**src/rtl/ebet_pkg.sv**
```systemverilog
`default_nettype none
// ----------------------------------------------------------------------------
// ebet_pkg
// Shared types, codes and tables of the encoder and button event tracker.
// ----------------------------------------------------------------------------
package ebet_pkg;

    // Request kinds carried in tuser of the input channel.
    typedef enum logic [1:0] {
        REQ_SAMPLE = 2'd0,
        REQ_EVENTS = 2'd1,
        REQ_TICKS  = 2'd2
    } req_t;

    // Configuration register indexes.
    localparam int CFG_IDX_W = 1;
    localparam logic [CFG_IDX_W-1:0] CFG_BOARD_VARIANT = 1'd0;
    localparam logic [CFG_IDX_W-1:0] CFG_LONG_PRESS    = 1'd1;

    localparam int CFG_DATA_W = 32;
    localparam logic [31:0] LONG_PRESS_RESET = 32'd16000000;

    // Pin snapshot layout.
    localparam int PIN_W       = 8;
    localparam int PIN_QUAD_LO = 1;
    localparam int PIN_ENC_SW  = 3;
    localparam int PIN_BACK_SW = 7;

    localparam int STAMP_W = 32;
    localparam int TICK_W  = 32;

    // Channel widths.
    localparam int S_TUSER_W = 2;
    localparam int S_TDATA_W = 48;
    localparam int M_TDATA_W = 48;

    // Sticky flag positions.
    localparam int STK_ENC_SHORT  = 0;
    localparam int STK_BACK_SHORT = 1;
    localparam int STK_ENC_LONG   = 2;
    localparam int STK_BACK_LONG  = 3;

    // Quadrature transition table, indexed by {previous pair, current pair}.
    // Returns a signed step of -1, 0 or +1.
    function automatic logic signed [1:0] quad_step(input logic [3:0] idx);
        logic signed [1:0] s;
        case (idx)
            4'd1, 4'd7, 4'd8, 4'd14: s = -2'sd1;
            4'd2, 4'd4, 4'd11, 4'd13: s = 2'sd1;
            default: s = 2'sd0;
        endcase
        return s;
    endfunction

endpackage
`default_nettype wire

```
**src/rtl/encoder_button_event_tracker.sv**
```systemverilog
`default_nettype none
// ----------------------------------------------------------------------------
// encoder_button_event_tracker
// Quadrature encoder decoder with two press/release-timed push buttons.
// ----------------------------------------------------------------------------
// Every input beat gives exactly one result beat. A beat is taken into an
// input register and processed by one pass of short logic against the tracker
// state. Its result moves into the output register once the output is free
// or being taken. While the output is free, a new beat can be accepted
// every cycle. While a result waits on the output, the input register takes
// one more beat and then holds s_tready low until the result is taken. The
// longest path is the 32-bit tick delta subtract feeding the signed compare
// with the rotation tracker.
// Configuration writes are always accepted and take effect the next cycle.
module encoder_button_event_tracker
    import ebet_pkg::*;
(
    input  wire logic                  aclk,
    input  wire logic                  aresetn,

    input  wire logic                  s_tvalid,
    output logic                       s_tready,
    // bits: [7:0] pin_sample, [39:8] cycle_stamp, [40] reset_baseline, rest zero
    input  wire logic [S_TDATA_W-1:0]  s_tdata,
    // bits: [1:0] req_type
    input  wire logic [S_TUSER_W-1:0]  s_tuser,

    output logic                       m_tvalid,
    input  wire logic                  m_tready,
    // bits: [0] enc_held, [1] back_held, [2] enc_short, [3] back_short,
    // [4] enc_long, [5] back_long, [6] rot_cw, [7] rot_ccw,
    // [39:8] tick_count, [47:40] pin_state
    output logic [M_TDATA_W-1:0]       m_tdata,

    input  wire logic                  cfg_valid,
    output logic                       cfg_ready,
    input  wire logic [CFG_IDX_W-1:0]  cfg_index,
    input  wire logic [CFG_DATA_W-1:0] cfg_data
);

    // Input register
    logic                 in_vld_reg;
    req_t                 in_req_reg;
    logic [PIN_W-1:0]     in_pins_reg;
    logic [STAMP_W-1:0]   in_stamp_reg;
    logic                 in_rebase_reg;

    // Output register
    logic                 m_tvalid_reg, m_tvalid_next;
    logic [M_TDATA_W-1:0] m_tdata_reg, m_tdata_next;

    // Configuration
    logic                 board_variant_reg;
    logic [31:0]          long_press_reg;

    // Tracker state
    logic [PIN_W-1:0]     prev_pins_reg, prev_pins_next;
    logic                 primed_reg, primed_next;
    logic [1:0]           prev_quad_reg, prev_quad_next;
    logic [TICK_W-1:0]    step_sum_reg, step_sum_next;
    logic [TICK_W-1:0]    baseline_reg, baseline_next;
    logic [TICK_W-1:0]    reported_reg, reported_next;
    logic [STAMP_W-1:0]   enc_stamp_reg, enc_stamp_next;
    logic [STAMP_W-1:0]   back_stamp_reg, back_stamp_next;
    logic [1:0]           held_reg, held_next;
    logic [3:0]           sticky_reg, sticky_next;

    logic                 s_accept;
    logic                 advance;

    logic [1:0]           quad;
    logic [PIN_W-1:0]     rising;
    logic [PIN_W-1:0]     falling;
    logic signed [1:0]    qstep;
    logic [TICK_W-1:0]    delta;
    logic [TICK_W-1:0]    scaled;
    logic [3:0]           sticky_out;
    logic                 rot_cw;
    logic                 rot_ccw;
    logic [TICK_W-1:0]    tick_out;

    assign advance   = in_vld_reg && (!m_tvalid_reg || m_tready);
    assign s_tready  = !in_vld_reg || advance;
    assign s_accept  = s_tvalid && s_tready;
    assign m_tvalid  = m_tvalid_reg;
    assign m_tdata   = m_tdata_reg;
    assign cfg_ready = 1'b1;

    assign quad    = in_pins_reg[PIN_QUAD_LO +: 2];
    assign rising  = ~prev_pins_reg & in_pins_reg;
    assign falling = prev_pins_reg & ~in_pins_reg;
    assign qstep   = quad_step({prev_quad_reg, quad});

    // Tick delta since the baseline; the compact board reports quarter steps.
    assign delta  = step_sum_reg - baseline_reg;
    assign scaled = board_variant_reg ? TICK_W'($signed(delta) >>> 2) : delta;

    always_comb begin
        prev_pins_next  = prev_pins_reg;
        primed_next     = primed_reg;
        prev_quad_next  = prev_quad_reg;
        step_sum_next   = step_sum_reg;
        baseline_next   = baseline_reg;
        reported_next   = reported_reg;
        enc_stamp_next  = enc_stamp_reg;
        back_stamp_next = back_stamp_reg;
        held_next       = held_reg;
        sticky_next     = sticky_reg;
        rot_cw          = 1'b0;
        rot_ccw         = 1'b0;
        tick_out        = '0;

        if (advance && in_req_reg == REQ_SAMPLE) begin
            prev_pins_next = in_pins_reg;
            prev_quad_next = quad;
            primed_next    = 1'b1;
            // The first sample only sets the reference for edges and the pair.
            if (primed_reg) begin
                if (falling[PIN_ENC_SW]) begin
                    enc_stamp_next = in_stamp_reg;
                end
                if (falling[PIN_BACK_SW]) begin
                    back_stamp_next = in_stamp_reg;
                end
                held_next = {~in_pins_reg[PIN_BACK_SW], ~in_pins_reg[PIN_ENC_SW]};
                if (rising[PIN_ENC_SW]) begin
                    if ((in_stamp_reg - enc_stamp_reg) > long_press_reg) begin
                        sticky_next[STK_ENC_LONG] = 1'b1;
                    end else begin
                        sticky_next[STK_ENC_SHORT] = 1'b1;
                    end
                end
                if (rising[PIN_BACK_SW]) begin
                    if ((in_stamp_reg - back_stamp_reg) > long_press_reg) begin
                        sticky_next[STK_BACK_LONG] = 1'b1;
                    end else begin
                        sticky_next[STK_BACK_SHORT] = 1'b1;
                    end
                end
                step_sum_next = step_sum_reg - {{(TICK_W-2){qstep[1]}}, qstep};
            end
        end

        // Event reads report the flags as they stood before being cleared.
        sticky_out = sticky_next;

        if (advance && in_req_reg == REQ_EVENTS) begin
            if ($signed(scaled) < $signed(reported_reg)) begin
                rot_ccw       = 1'b1;
                reported_next = reported_reg - TICK_W'(1);
            end else if ($signed(scaled) > $signed(reported_reg)) begin
                rot_cw        = 1'b1;
                reported_next = reported_reg + TICK_W'(1);
            end
            sticky_next = '0;
        end

        if (advance && in_req_reg == REQ_TICKS) begin
            tick_out = scaled;
            if (in_rebase_reg) begin
                baseline_next = step_sum_reg;
            end
        end

        m_tdata_next = {prev_pins_next, tick_out, rot_ccw, rot_cw,
                        sticky_out[STK_BACK_LONG], sticky_out[STK_ENC_LONG],
                        sticky_out[STK_BACK_SHORT], sticky_out[STK_ENC_SHORT],
                        held_next[1], held_next[0]};

        if (advance) begin
            m_tvalid_next = 1'b1;
        end else if (m_tready) begin
            m_tvalid_next = 1'b0;
        end else begin
            m_tvalid_next = m_tvalid_reg;
        end
    end

    always_ff @(posedge aclk) begin
        if (!aresetn) begin
            in_vld_reg <= 1'b0;
        end else if (s_accept) begin
            in_vld_reg <= 1'b1;
        end else if (advance) begin
            in_vld_reg <= 1'b0;
        end
    end

    always_ff @(posedge aclk) begin
        if (s_accept) begin
            in_req_reg    <= req_t'(s_tuser);
            in_pins_reg   <= s_tdata[PIN_W-1:0];
            in_stamp_reg  <= s_tdata[PIN_W +: STAMP_W];
            in_rebase_reg <= s_tdata[PIN_W + STAMP_W];
        end
        if (advance) begin
            m_tdata_reg <= m_tdata_next;
        end
    end

    always_ff @(posedge aclk) begin
        if (!aresetn) begin
            board_variant_reg <= 1'b0;
            long_press_reg    <= LONG_PRESS_RESET;
        end else if (cfg_valid) begin
            case (cfg_index)
                CFG_BOARD_VARIANT: board_variant_reg <= cfg_data[0];
                CFG_LONG_PRESS:    long_press_reg    <= cfg_data;
                default: begin
                end
            endcase
        end
    end

    always_ff @(posedge aclk) begin
        if (!aresetn) begin
            m_tvalid_reg   <= 1'b0;
            prev_pins_reg  <= '0;
            primed_reg     <= 1'b0;
            prev_quad_reg  <= '0;
            step_sum_reg   <= '0;
            baseline_reg   <= '0;
            reported_reg   <= '0;
            enc_stamp_reg  <= '0;
            back_stamp_reg <= '0;
            held_reg       <= '0;
            sticky_reg     <= '0;
        end else begin
            m_tvalid_reg   <= m_tvalid_next;
            prev_pins_reg  <= prev_pins_next;
            primed_reg     <= primed_next;
            prev_quad_reg  <= prev_quad_next;
            step_sum_reg   <= step_sum_next;
            baseline_reg   <= baseline_next;
            reported_reg   <= reported_next;
            enc_stamp_reg  <= enc_stamp_next;
            back_stamp_reg <= back_stamp_next;
            held_reg       <= held_next;
            sticky_reg     <= sticky_next;
        end
    end

`ifndef SYNTHESIS
    // A result never reports both rotation directions.
    assert property (@(posedge aclk) disable iff (!aresetn)
        m_tvalid_reg |-> !(m_tdata_reg[6] && m_tdata_reg[7]))
        else $error("both rotation directions reported");

    // The rotation tracker moves by at most one step per cycle.
    assert property (@(posedge aclk) disable iff (!aresetn)
        $past(aresetn) |-> (reported_reg == $past(reported_reg)
                            || reported_reg == $past(reported_reg) + TICK_W'(1)
                            || reported_reg == $past(reported_reg) - TICK_W'(1)))
        else $error("rotation tracker jumped");

    // An event read leaves the sticky flags cleared.
    assert property (@(posedge aclk) disable iff (!aresetn)
        (advance && in_req_reg == REQ_EVENTS) |=> sticky_reg == '0)
        else $error("sticky flags not cleared by event read");

    // A beat waiting in the input register is never dropped.
    assert property (@(posedge aclk) disable iff (!aresetn)
        (in_vld_reg && !advance) |=> in_vld_reg)
        else $error("pending input beat lost");

    // Held flags only change on a primed pin sample.
    assert property (@(posedge aclk) disable iff (!aresetn)
        !(advance && in_req_reg == REQ_SAMPLE && primed_reg) |=> $stable(held_reg))
        else $error("held flags changed without a sample");
`endif

endmodule
`default_nettype wire

```
**config.mk**
```make
export PLATFORM = sky130hd
export DESIGN_NAME = encoder_button_event_tracker
export DESIGN_NICKNAME = d
export VERILOG_FILES = /design/src/rtl/ebet_pkg.sv /design/src/rtl/encoder_button_event_tracker.sv
export SDC_FILE = /design/constraint.sdc
export NUM_CORES = 1
export LEC_CHECK = 0
export ABC_AREA = 1
export CORE_MARGIN = 8
export CORE_UTILIZATION = 65
export DETAILED_ROUTE_END_ITERATION = 10
export DONT_BUFFER_PORTS = 1
export PLACE_DENSITY_LB_ADDON = 0.2
export SETUP_SLACK_MARGIN = 0.02
export SLEW_MARGIN = 40
export SYNTH_ARGS = -nofsm -noshare
export SYNTH_HDL_FRONTEND = slang
export SYNTH_SLANG_ARGS = --single-unit
```
**constraint.sdc**
```tcl
create_clock -name aclk -period 6.7 [get_ports aclk]
set_clock_uncertainty 0.1 [all_clocks]
set_input_delay 1.005 -clock aclk [delete_from_list [all_inputs] [get_ports aclk]]
set_output_delay 1.005 -clock aclk [all_outputs]
set_load 0.01 [all_outputs]
```
* Word-level counts from Yosys, hierarchy flattened
Memory sizes are Yosys's and may differ from the RTL's. Index checks and enable logic that the tools add are counted.
Storage, ports and cells: bits in registers 303, latch bits 0, memory bits (writable) 0, bits in read-only memories 32, memories kept 1
Memories:
- (name not given) | depth 16, width 2, rd ports 1, clocked after Yosys merged registers in 0, write ports 0, line ebet_pkg.sv:47 | case (idx)
Operators by class: add/subtract/negate cells 6, $mul 0, div/mod/pow operators 0, $lt $le $gt $ge 4, eq/ne operators 2, shift operators 0, mux-type cells 22, bitwise gates (word level) 9, reduce and logical (&&, ||, !) cells 22
Operators with widths (count):
- subtractor 32 bit | 4
- > comparator 32 bit | 3
- two-way mux 32 bit | 2
- adder 32 x 1 -> 32 bit (second input constant) | 1
- less-than comparator 32 bit | 1
- subtractor 32 x 1 -> 32 bit (second input constant) | 1
- two-way mux 31 bit | 1
- bitwise AND 8 bit | 2
- inverter 8 bit | 2
- two-way mux 1 bit | 14
- AND reduction 2 bit | 5
- two-way mux 4 bit | 2
- two-way mux 8 bit | 1
- AND reduction 3 bit | 2
- nonzero test 2 bit | 3
- logical AND 1 bit | 5
- inverter 1 bit | 5
- two-way mux 2 bit | 2
- OR reduction 2 bit | 2
- == test 2 x 1 -> 1 bit (second input constant) | 1
- == test 2 bit (second input constant) | 1
- zero test 1 bit | 2
- zero test 2 bit | 1
- logical OR 1 bit | 2

* Logic depth before layout (Yosys ltp)
word-level depth 6, depth in mapped cells 44, gate-level depth less buffers 44

* Least setup slack after synthesis
No wires, ideal clock.
path kind register to register, from register step_sum_reg[0], to register reported_reg[17], setup time 115 ps, arrival 4980 ps, setup slack 1505 ps, cell stages (with the launch flop) 36, path buffers 0, path through dfxtp_1 -> inv_1 -> ha_1 -> inv_1 -> fa_1 -> nand2_1 -> nand2_1 -> o21ai_1 -> o21ai_2 -> a21oi_1 -> o21ai_2 -> nand2_1 -> nand2_1 -> nand2_1 -> nand3_1 -> nand2_1 -> inv_1 -> ha_1 -> nand2_2 -> nor2_4 -> nand2_2 -> inv_1 -> a21oi_2 -> nand2_1 -> nand2_1 -> nand2_1 -> inv_1 -> ha_1 -> or2_1 -> and2_1 -> a21oi_2 -> o211ai_1 -> a21oi_1 -> xnor2_1 -> nor2_1 -> nor2_1
On the way: cells in the longest elaborated chain, start to end 5
Ends and longest elaborated chain:
- start: declaration | line encoder_button_event_tracker.sv:60 | logic [TICK_W-1:0] step_sum_reg, step_sum_next;
- start signal: assignment | line encoder_button_event_tracker.sv:233 | step_sum_reg <= step_sum_next;
- subtractor 32 bit (*) | line encoder_button_event_tracker.sv:95 | assign delta = step_sum_reg - baseline_reg;
- two-way mux 31 bit (*) | line encoder_button_event_tracker.sv:96 | assign scaled = board_variant_reg ? TICK_W'($signed(delta) >>> 2) : delta;
- net scaled[30] | line encoder_button_event_tracker.sv:76 | logic [TICK_W-1:0] scaled;
- less-than comparator 32 bit / > comparator 32 bit (equally long branches) | line encoder_button_event_tracker.sv:148, encoder_button_event_tracker.sv:151
- nonzero test 2 bit (no source line)
- AND reduction 2 bit (no source line)
- end signal: assignment | line encoder_button_event_tracker.sv:235 | reported_reg <= reported_next;
- end: declaration | line encoder_button_event_tracker.sv:62 | logic [TICK_W-1:0] reported_reg, reported_next;
The timed path passes the listed nets; every way through them passes the cells marked *. A chain may end at the register's enable or synchronous reset.

* Worst setup path after layout
from register step_sum_reg[0], to register reported_reg[27]
Same word-level chain as after synthesis.

==> results_dict.tcl <==
set metrics [dict create \
    outcome "finished clean" \
    ys_types 59 \
    die-width_um 200 \
    firstDrtPassIters 6 \
    grt_max_degree 175 \
    largest_reg_flops 48 \
    worst_ep_arrival_time_ps 6210 \
    via_count 20300 \
    ys_warn_count 0 \
    cts-htree-levels 2 \
    grt_pass1_vias 19500 \
    fp-row-count 67 \
    io_buffers 0 \
    maxCapViolCount 0 \
    post-dp-hpwl_um 46400 \
    met1_usage_pct 34.2 \
    cpMostUsedCell "nand2_1" \
    synth-seq-cells 303 \
    routed_via_density 5.82 \
    synth_ff_type "dfxtp_1" \
    min_period_over_period_pct 87.9 \
    setup_viol 0 \
    cellPowerDensity_nw_per_um2 269 \
    syn_inst 3028 \
    die_area_um2 40200 \
    pre_cts_slack_ps 731 \
    ant_nets 0 \
    finalMaxSlewViolations 0 \
    path_max_fanout 14 \
    met3_usage_pct 4.36 \
    clock_latency_ps 570 \
    synth_area_leaders "dfxtp_1, ha_1, edfxtp_1" \
    core_um2 33500 \
    yosys-top-cells-count "nand2_1, a21oi_1, inv_1, ha_1, nor2_1" \
    worst_slew_pin_slew_ps 789 \
    cts.sinks 303 \
    crit_type "register to register" \
    nNetsFinal 3354 \
    antenna_found_initial 3 \
    crit_slowest_cell "fa_1" \
    finalWeightedCongestion 0.985 \
    layout_min_cycle_time_ps 5890 \
    layout_setup_ws_ps 811 \
    critPathCaptureType "register" \
    grt_usage_pct 29.1 \
    root_buffer "clkbuf_16" \
    synth.most_common_cell "nand2_1" \
    synth_top_area_share_pct 19.2 \
    drc 0 \
    drt_iter0_drc 1311 \
    power.leakage_nw 10.8 \
    start_util_pct 65.9 \
    syn_avg_cell_area_um2 7.30 \
    synth_largest_area_cell "dfxtp_1" \
    synth_enable_flop_cells 91 \
    hold_class "register to register" \
    synth_nets 3375 \
    top_usage_layer "met2" \
    rsz0062_at_grt "false" \
    clk_pin_slew_worst_paths_ps 60 \
    wire_per_inst_um 17.5 \
    clockBufferDepth 3 \
    max_stage_delay_ps 400 \
    grt_use_met2_pct 52.2 \
    grt_pass1_wl_um 97200 \
    area_growth_syn_to_layout_pct 6.68 \
    overflow 0 \
    pin_count 139 \
    wl_um 61000 \
    syn-cell-area_um2 22100 \
    fmax_ghz 0.170 \
    required_ps 7030 \
    drive_above_1_share_pct 4.42 \
    ir_drop_mv 0.254 \
    die_h_um 200 \
    slew-limit-headroom_pct 47.4 \
    final.setup.tns_ps 0 \
    startpoint_type "register" \
    cts_buffers 35 \
    cts_tree "done" \
    async_flop_share_pct 0 \
    hold_viol_final 0 \
    rrSetupSlack_ps 810 \
    yosysSeqAreaShare_pct 31.6 \
]
## repair_timing
item,CTS,global route
resized for setup,0,1
hold buffers,0,0
setup endpoints to repair,0,3
setup buffers,0,3
## power breakdown
group	switching [W]	internal (W)	total, W
Combinational	0.00152	0.000824	0.00234
Sequential	0.0000603	0.00196	0.00202
Clock	0.000845	0.00114	0.00198
## path summary, 6_finish.rpt
| check | from | to | cells after the start |
|---|---|---|---|
| max reg2reg | step_sum_reg[0] | reported_reg[27] | 38 |
| min | back_stamp_reg[5] | back_stamp_reg[5] | 2 |
| max | step_sum_reg[0] | reported_reg[27] | 38 |
| min reg2reg | back_stamp_reg[5] | back_stamp_reg[5] | 2 |
## area by class of cell
class	instances	area, um2
Multi-Input combinational cell	2224	13100
Fill cell	2814	9950
Sequential cell	303	6980
Inverter	430	1620
Clock buffer	42	933
Tap cell	448	561
Clock inverter	22	241
Timing Repair Buffer	13	110
Antenna cell	3	7.51
## through the flow
stage,power [W],instance area [um2],utilization (%),hold WS (ps),instances
after global routing,0.00673,23600,70.3,370,3485
final,0.00634,23600,70.3,357,3485
after floorplan,0.00380,22100,-,333,3028
after CTS,0.00628,23500,70.2,358,3479
after global placement,0.00422,22400,66.7,340,3415
after detailed placement,0.00429,22400,66.7,349,3415
## cells by family (layout without fill, tap and decap cells)
family,Yosys count,in the layout,synth area share (%)
XOR/XNOR,115,115,4.56
other,1,4,0.0170
AO/OA/AOI/OAI,856,856,21.2
AND/OR/NAND/NOR,992,992,18.7
buffers and inverters,501,507,9.08
adder cells (fa/ha/maj),259,259,14.8
flip-flops,303,303,31.6
multiplexers,1,1,0.0453
## cells in the final DEF, fill, tap and decap left out, drive strengths merged, types with 2 or more instances in the layout
cell type,Yosys,layout
nand3b,9,9
xor2,76,76
o211ai,19,19
o21bai,17,17
dfxtp,212,212
clkinvlp,0,4
a21boi,11,11
bufinv,0,3
nor2,233,233
o31ai,2,2
clkinv,1,12
a21oi,439,439
nand4,18,18
nor3,35,35
nand2,548,548
o21a,12,12
clkbuf,44,42
ha,254,254
and2,5,5
a21o,20,20
o21ai,297,297
xnor2,39,39
buf,27,13
nand3,121,121
o221ai,3,3
inv,429,433
a211oi,12,12
a31oi,19,19
nor3b,2,2
or2,10,10
edfxtp,91,91
nor4,9,9
fa,5,5
diode,0,3
and3,2,2
## metal layers
metal | vias up | share of wire, %
li1 | 10200 | -
met2 | 643 | 49
met1 | 9291 | 41
met4 | 0 | 4.4
met3 | 153 | 5.2
met5 | - | 0
## worst max-delay path, delay by kind of cell (launching register included)
| kind | cells | cell delay, ps |
|---|---|---|
| and+or+nand+nor | 18 | 1740 |
| AOI/OAI and AO/OA | 8 | 1430 |
| adders and majority gates | 4 | 1160 |
| buffers and inverters | 6 | 660 |
| xor gates and xnor gates | 2 | 380 |
| DFF | 1 | 300 |
Power figures use the tool's default switching activity.
